File: config.mk
export PLATFORM = sky130hd
export DESIGN_NAME = cau_front
export DESIGN_NICKNAME = d
export VERILOG_FILES = /design/src/hw/rtl/cau_pkg.sv /design/src/hw/rtl/cau_front.sv
export SDC_FILE = /design/constraint.sdc
export NUM_CORES = 2
export LEC_CHECK = 0
export BUFFER_PORTS_ARGS = -buffer_cell sky130_fd_sc_hd__buf_2
export CORE_UTILIZATION = 30
export CTS_CLUSTER_SIZE = 24
export DETAILED_ROUTE_END_ITERATION = 10
export GPL_TIMING_DRIVEN = 0
export MAX_ROUTING_LAYER = met4
export REMOVE_ABC_BUFFERS = 1
export SLEW_MARGIN = 15
export SYNTH_ARGS = -nofsm -noshare
export SYNTH_HDL_FRONTEND = slang
export SYNTH_SLANG_ARGS = --single-unit
File: constraint.sdc
create_clock -name clk -period 6.25 [get_ports clk]
set_clock_uncertainty 0.2 [all_clocks]
set_input_delay 0.3125 -clock clk [delete_from_list [all_inputs] [get_ports clk]]
set_output_delay 0.3125 -clock clk [all_outputs]
set_load 0.05 [all_outputs]
File: src/hw/rtl/cau_pkg.sv
// ----------------------------------------------------------------------------
// cau_pkg
// Shared types, widths and helper functions of the complex arithmetic unit.
// ----------------------------------------------------------------------------
package cau_pkg;

    // default fraction bits of the Q format
    localparam int FRAC_BITS = 8;

    // fixed widths
    localparam int WORD_W = 16;
    localparam int PROD_W = 2 * WORD_W;
    localparam int SUM_W  = PROD_W + 1;
    localparam int SAT_W  = SUM_W + 1;
    localparam int DEN_W  = PROD_W;
    localparam int QUOT_W = WORD_W + 1;

    localparam logic signed [SAT_W-1:0] SAT_HI = 32767;
    localparam logic signed [SAT_W-1:0] SAT_LO = -32768;
    localparam logic [QUOT_W:0] NEG_LIMIT = 18'd32768;

    // operation codes
    typedef enum logic [1:0] {
        OP_ADD = 2'd0,
        OP_SUB = 2'd1,
        OP_MUL = 2'd2,
        OP_DIV = 2'd3
    } op_t;

    // saturated word plus clip flag
    typedef struct packed {
        logic              sat;
        logic [WORD_W-1:0] val;
    } sat_t;

    // control and early result travelling with each transaction
    typedef struct packed {
        logic              valid;
        logic              is_div;
        logic              dz;
        logic              sat;
        logic [WORD_W-1:0] re;
        logic [WORD_W-1:0] im;
    } ctl_t;

    // raw quotient of one divider lane
    typedef struct packed {
        logic              neg;
        logic              ovf;
        logic              rem_nz;
        logic [QUOT_W-1:0] q;
    } lane_res_t;

    // clip a wide signed value to one word
    function automatic sat_t sat_word(input logic signed [SAT_W-1:0] x);
        sat_t r;
        if (x > SAT_HI)
        begin
            r.sat = 1'b1;
            r.val = 16'h7fff;
        end
        else if (x < SAT_LO)
        begin
            r.sat = 1'b1;
            r.val = 16'h8000;
        end
        else
        begin
            r.sat = 1'b0;
            r.val = x[WORD_W-1:0];
        end
        return r;
    endfunction

    // turn a magnitude quotient into a floored, clipped signed word
    function automatic sat_t div_word(input lane_res_t r);
        sat_t               s;
        logic [QUOT_W:0]    qc;
        qc = {1'b0, r.q} + (QUOT_W + 1)'(r.rem_nz);
        if (!r.neg)
        begin
            // positive quotient clips above 32767
            s.sat = r.ovf | (r.q[QUOT_W-1:WORD_W-1] != '0);
            s.val = s.sat ? 16'h7fff : r.q[WORD_W-1:0];
        end
        else
        begin
            s.sat = r.ovf | (qc > NEG_LIMIT);
            s.val = s.sat ? 16'h8000 : WORD_W'((QUOT_W + 1)'(0) - qc);
        end
        return s;
    endfunction

endpackage

File: src/hw/rtl/cau_front.sv
// ----------------------------------------------------------------------------
// cau_front
// Operand register, product stage and sum stage. Finishes add, subtract and
// multiply; hands numerators and denominator of a divide to the divider.
// ----------------------------------------------------------------------------
module cau_front #(
    parameter int FRAC_BITS = cau_pkg::FRAC_BITS
) (
    input  logic                                    clk,
    input  logic                                    rst_n,
    input  logic                                    in_valid,
    input  logic [1:0]                              op,
    input  logic signed [cau_pkg::WORD_W-1:0]       a_real,
    input  logic signed [cau_pkg::WORD_W-1:0]       a_imag,
    input  logic signed [cau_pkg::WORD_W-1:0]       b_real,
    input  logic signed [cau_pkg::WORD_W-1:0]       b_imag,
    output cau_pkg::ctl_t                           ctl,
    output logic signed [cau_pkg::SUM_W-1:0]        num_re,
    output logic signed [cau_pkg::SUM_W-1:0]        num_im,
    output logic [cau_pkg::DEN_W-1:0]               den
);

    // stage 1: operand registers
    logic                                  v1_reg;
    cau_pkg::op_t                          op1_reg;
    logic signed [cau_pkg::WORD_W-1:0]     ar1_reg, ai1_reg, br1_reg, bi1_reg;

    // stage 2: products
    logic                                  v2_reg;
    cau_pkg::op_t                          op2_reg;
    logic signed [cau_pkg::PROD_W-1:0]     prr_reg, pii_reg, pri_reg, pir_reg;
    logic signed [cau_pkg::PROD_W-1:0]     pbr_reg, pbi_reg;
    logic signed [cau_pkg::WORD_W:0]       sre_reg, sim_reg;
    logic                                  bz2_reg;

    // stage 3: sums
    cau_pkg::ctl_t                         ctl_reg, ctl_next;
    logic signed [cau_pkg::SUM_W-1:0]      nre_reg, nim_reg;
    logic [cau_pkg::DEN_W-1:0]             den_reg;

    logic signed [cau_pkg::SUM_W-1:0]      mul_re, mul_im;
    logic signed [cau_pkg::SUM_W-1:0]      mul_re_sh, mul_im_sh;
    cau_pkg::sat_t                         pre_re, pre_im;

    // valid bits
    always_ff @(posedge clk or negedge rst_n)
    begin
        if (!rst_n)
        begin
            v1_reg <= 1'b0;
            v2_reg <= 1'b0;
        end
        else
        begin
            v1_reg <= in_valid;
            v2_reg <= v1_reg;
        end
    end

    // operand capture
    always_ff @(posedge clk)
    begin
        op1_reg <= cau_pkg::op_t'(op);
        ar1_reg <= a_real;
        ai1_reg <= a_imag;
        br1_reg <= b_real;
        bi1_reg <= b_imag;
    end

    // products and add/subtract
    always_ff @(posedge clk)
    begin
        op2_reg <= op1_reg;
        prr_reg <= ar1_reg * br1_reg;
        pii_reg <= ai1_reg * bi1_reg;
        pri_reg <= ar1_reg * bi1_reg;
        pir_reg <= ai1_reg * br1_reg;
        pbr_reg <= br1_reg * br1_reg;
        pbi_reg <= bi1_reg * bi1_reg;
        bz2_reg <= (br1_reg == '0) && (bi1_reg == '0);
        if (op1_reg == cau_pkg::OP_SUB)
        begin
            sre_reg <= (cau_pkg::WORD_W + 1)'(ar1_reg) - (cau_pkg::WORD_W + 1)'(br1_reg);
            sim_reg <= (cau_pkg::WORD_W + 1)'(ai1_reg) - (cau_pkg::WORD_W + 1)'(bi1_reg);
        end
        else
        begin
            sre_reg <= (cau_pkg::WORD_W + 1)'(ar1_reg) + (cau_pkg::WORD_W + 1)'(br1_reg);
            sim_reg <= (cau_pkg::WORD_W + 1)'(ai1_reg) + (cau_pkg::WORD_W + 1)'(bi1_reg);
        end
    end

    // multiply result, floored by the fraction shift
    assign mul_re    = cau_pkg::SUM_W'(prr_reg) - cau_pkg::SUM_W'(pii_reg);
    assign mul_im    = cau_pkg::SUM_W'(pri_reg) + cau_pkg::SUM_W'(pir_reg);
    assign mul_re_sh = mul_re >>> FRAC_BITS;
    assign mul_im_sh = mul_im >>> FRAC_BITS;

    // early result for the non-divide operations
    always_comb
    begin
        pre_re = '0;
        pre_im = '0;
        case (op2_reg)
            cau_pkg::OP_ADD, cau_pkg::OP_SUB:
            begin
                pre_re = cau_pkg::sat_word(cau_pkg::SAT_W'(sre_reg));
                pre_im = cau_pkg::sat_word(cau_pkg::SAT_W'(sim_reg));
            end
            cau_pkg::OP_MUL:
            begin
                pre_re = cau_pkg::sat_word(cau_pkg::SAT_W'(mul_re_sh));
                pre_im = cau_pkg::sat_word(cau_pkg::SAT_W'(mul_im_sh));
            end
            default:
            begin
                pre_re = '0;
                pre_im = '0;
            end
        endcase
        ctl_next.valid  = v2_reg;
        ctl_next.is_div = (op2_reg == cau_pkg::OP_DIV);
        ctl_next.dz     = bz2_reg;
        ctl_next.sat    = pre_re.sat | pre_im.sat;
        ctl_next.re     = pre_re.val;
        ctl_next.im     = pre_im.val;
    end

    // stage 3 control
    always_ff @(posedge clk or negedge rst_n)
    begin
        if (!rst_n)
            ctl_reg <= '0;
        else
            ctl_reg <= ctl_next;
    end

    // divide numerators and denominator
    always_ff @(posedge clk)
    begin
        nre_reg <= cau_pkg::SUM_W'(prr_reg) + cau_pkg::SUM_W'(pii_reg);
        nim_reg <= cau_pkg::SUM_W'(pir_reg) - cau_pkg::SUM_W'(pri_reg);
        den_reg <= cau_pkg::DEN_W'(pbr_reg) + cau_pkg::DEN_W'(pbi_reg);
    end

    assign ctl    = ctl_reg;
    assign num_re = nre_reg;
    assign num_im = nim_reg;
    assign den    = den_reg;

endmodule

-- Word level (Yosys, flattened, before mapping)
Cells that the tools add are included.
- input bits: 69
- word-level logic and storage cells: 71
- output and inout bits: 134
- register bits: 431
- eq/ne operators: 4
- order comparisons: 8
- bitwise gates (word level): 1
- muxes and demuxes: 12
- $add $sub $neg: 9
- reduce and logical (&&, ||, !) cells: 5
- multiply operators: 6
- operator list (operator ; count):
    $mul 16x16->32 ; 6
    $mux 17 ; 10
    $pmux 17 s2 ; 2
    $add 32x32->33 ; 2
    $sub 32x32->33 ; 2
    $gt 25x16->1 const B ; 2
    $lt 25x16->1 const B ; 2
    $add 16x16->17 ; 2
    $gt 17x16->1 const B ; 2
    $lt 17x16->1 const B ; 2
    $sub 16x16->17 ; 2
    $add 32x32->32 ; 1
    $logic_not 16->1 ; 2
    $eq 2x1->1 const B ; 2
    $eq 2x2->1 const B ; 2
    $logic_not 2->1 ; 1
    $reduce_or 2->1 ; 1
    $logic_and 1x1->1 ; 1
    $or 1x1->1 ; 1

-- Depth between registers and ports, before layout
- depth in word-level cells: 6
- gate-level depth with buffers: 29
- gate-level depth less buffers: 27

-- Worst setup path before layout
Ideal clock, no wire load.
- kind: register -> register
- start point: reg bi1_reg[9] (netlist bit)
- end point: reg pii_reg[31] (netlist bit)
- clock period less this slack: 6.877 ns
- path buffers: 3
- data required time: 5.978 ns
- stages on the path, launching flop included: 29
- setup time: 0.072 ns
- arrival time: 6.605 ns
- setup slack: -0.627 ns
- cells stage by stage: dfxtp_1 > clkbuf_1 > clkbuf_1 > clkbuf_1 > nand2_1 > fa_1 > inv_1 > fa_1 > inv_1 > fa_1 > inv_1 > fa_1 > fa_1 > inv_1 > fa_1 > inv_1 > ha_1 > a21oi_1 > o21ai_0 > o2bb2ai_1 > a41o_1 > a21oi_1 > a21oi_1 > a221o_1 > a21o_1 > a21oi_1 > o2111ai_1 > a21oi_1 > xnor2_1
- longest elaborated chain between the ends: 1
- RTL lines (element ; RTL line ; text):
    from (decl) ; cau_front.sv:26 ; logic signed [cau_pkg::WORD_W-1:0] ar1_reg, ai1_reg, br1_reg, bi1_reg;
    from (signal assigned) ; cau_front.sv:67 ; bi1_reg <= b_imag;
    $mul 16x16->32 ; cau_front.sv:75 ; pii_reg <= ai1_reg * bi1_reg;
    to (signal assigned) ; cau_front.sv:75 ;
    to (decl) ; cau_front.sv:31 ; logic signed [cau_pkg::PROD_W-1:0] prr_reg, pii_reg, pri_reg, pir_reg;
No other way between the ends.

-- Worst setup path in the final report
- start point: reg bi1_reg[3] (netlist bit)
- end point: reg pii_reg[29] (netlist bit)
Same word-level chain as after synthesis.

==> impl_metrics.json <==
{
  "grt_pass1_vias": 61406,
  "multiInputGateArea_sq_mm": 0.0604,
  "netlist_top_cells_count": "inv_1 (1913), fa_1 (1518), nand2_1 (754)",
  "ys_types": 97,
  "wl_um": 253000,
  "finalCritPeriodShare_pct": 108,
  "r2r_slack_ps": -510,
  "cts_sinks": 429,
  "crit_end": "pii_reg[29]$_DFF_P_",
  "drc": 0,
  "cts_max_path_buffers": 3,
  "fin_setup_tns_ps": -8440,
  "synth_top_cell_by_area": "fa_1",
  "violations": "negative setup slack",
  "path_class": "register to register",
  "syn_to_final_growth_pct": 21.4,
  "cts_tree": "done",
  "dp_slack_ps": -2690,
  "yosys_warnings": 0,
  "layout-drive-gt1-share_pct": 16.3,
  "place_congestion": 0.873,
  "final_cell_count_no_fill": 12079,
  "coreArea_sq_mm": 0.249,
  "slew_headroom_pct": 19.4,
  "root_buffer": "clkbuf_16",
  "post-synth-top-count-cell": "inv_1",
  "num_io_pins": 203,
  "vias": 58306,
  "final_util_pct": 36.7,
  "dp_hpwl_um": 164000,
  "fmax_mhz": 148,
  "grt_pass1_wl_um": 375000,
  "die_x_um": 504,
  "setup_viol": 38,
  "syn_area_sq_mm": 0.0755,
  "fillers": 24681,
  "layout.nets": 10985,
  "cts_buffers": 59,
  "required_ps": 6630,
  "dr.pass1.iters": 5,
  "crit_start": "bi1_reg[3]$_DFF_P_",
  "max_cap_violations": 0,
  "rows": 183,
  "min_path_cells": 2,
  "postRouteAntennaNets": 0,
  "synth.area.top_cells": "fa_1 (40%), ha_1 (12%), dfxtp_1 (10%), inv_1 (9.5%), and2_1 (4.2%)",
  "die_area_sq_mm": 0.254,
  "regArea_sq_mm": 0.00901,
  "finalWorstPathRequiredPeriod_ps": 6760,
  "routedWlPerCell_um": 21.0,
  "synth.top_cell.area_share_pct": 40.3,
  "rsz0062_at_grt": "yes",
  "hold_violations": 0,
  "clk_pin_slew_ps": 70,
  "setup_ws_ps": -508,
  "ff2ff_path_depth": 26,
  "crit_fanout": 6,
  "synthFlopType": "dfxtp_1",
  "rr_endpoint": "pii_reg[29]$_DFF_P_",
  "start_kind": "register",
  "viasPerCell": 4.83,
  "port_buffers": 202,
  "timing.rr.start": "bi1_reg[3]$_DFF_P_",
  "h-tree-depth": 2,
  "antenna_found_initial": 23,
  "worstMarginPinSlew_ps": 1200,
  "avgSynthCellArea_sq_um": 9.24,
  "status": "complete, but fails checks",
  "first_iter_violations": 4645,
  "synth_edf_count": 0,
  "yosysSeqAreaShare_pct": 11.6,
  "slew_violations": 0,
  "placed_cells": 11415,
  "overflow": 0,
  "grt_start_max_net_pins": 37,
  "worstPathArrival_ps": 7140,
  "async_flop_share_pct": 8.86,
  "die_h_um": 504,
  "clock_latency_ps": 750,
  "ys_ff_latch": 429,
  "hold_path.class": "input pin to register",
  "largest_register_ffs": 36,
  "grt_usage_pct": 20.5,
  "end_kind": "register",
  "start_util_pct": 30.3,
  "synthCells": 8170
}
-- how the worst min path moves through the flow --
| stage | slack, ps | to | from |
|---|---|---|---|
| 4_1_cts | 4 | ai1_reg[1]$_DFF_P_ | a_imag[1] |
| 2_1_floorplan | -180 | ctl[0]$_DFF_PN0_ | rst_n |
| 3_5_place_dp | 120 | ctl[33]$_DFF_PN0_ | bz2_reg$_DFF_P_ |
| 3_3_place_gp | 120 | ctl[33]$_DFF_PN0_ | bz2_reg$_DFF_P_ |
| 6_report | 40 | bi1_reg[0]$_DFF_P_ | b_imag[0] |
| 5_1_grt | 20 | ai1_reg[1]$_DFF_P_ | a_imag[1] |
-- final cells by class --
| type | instances | share of cell area (%) |
|---|---|---|
| clock inverters | 46 | 0.534 |
| well taps | 3330 | 4.55 |
| flip-flops and latches | 429 | 9.83 |
| multi-input cells | 5479 | 65.9 |
| clock buffers | 65 | 1.69 |
| repair buffers | 790 | 9.34 |
| diodes | 14 | 0.0382 |
| inverters | 1926 | 8.12 |
-- critical path, cell delays in order, from the launching register on --
cell       delay [ps]
dfxtp_4           390
buf_12            170
buf_12            140
buf_6             100
nand2_2            50
fa_1              540
fa_1              440
fa_1              490
inv_1              50
fa_1              480
fa_1              520
inv_1              50
fa_1              490
inv_2              50
ha_4              250
a21oi_2           130
o21ai_2            80
o2bb2ai_2         120
a41o_1            290
a21oi_2           250
a21oi_2           120
a221o_1           330
a21o_1            200
a21oi_2           200
o21bai_1          110
a21oi_2           200
xnor2_2           160
-- layer usage --
metal | vias up | routed length [um] | track usage (%)
met2 | 2515 | 112000 | 30.9
met1 | 29606 | 98700 | 25.3
li1 | 25625 | - | -
met3 | 560 | 27600 | 5.51
met4 | 0 | 14800 | 9.60
met5 | - | 0 | -
-- cells in the final DEF (no fill, tap or decap), types with 51 or more instances in the layout --
cell,n
o21a_1,55
nand2_1,710
and2_1,473
dfxtp_4,60
buf_12,92
fa_2,60
a21oi_2,51
a21oi_1,213
dlygate4sd3_1,73
dfxtp_1,326
inv_2,64
ha_1,653
o21ai_0,114
ha_4,53
buf_4,275
clkbuf_16,71
a21o_1,97
nor3_1,71
o21bai_1,62
inv_1,1838
nor2_1,350
xor2_1,70
buf_6,56
buf_2,201
fa_1,1458
xnor2_1,307
-- what timing repair did --
action / 4_1_cts / 5_1_grt
gates cloned: 31 / 13
setup endpoints to repair: 110 / 64
resized for setup: 455 / 336
pin swaps: 215 / 288
hold buffers: 74 / 0
buffers inserted: 303 / 136
hold endpoints to repair: 105 / 0
-- kinds of logic after synthesis --
group | share of synthesized area (%)
buf+inv | 11.3
fa+ha+maj | 52.1
simple gates | 12.5
compound gates | 7.65
flops | 11.6
xor+xnor | 4.64
mux | 0.106
-- through the flow --
stage / hold slack [ps] / instance area, sq um
final: 37.8 / 91600
after global routing: 22.2 / 91600
after CTS: 3.81 / 89100
after detailed placement: 120 / 80600
after global placement: 123 / 79300
after floorplan: -183 / 74100
Power is left out: the tool's default activity adds up to more than one toggle a clock period on the data nets, which glitch-free logic cannot reach.
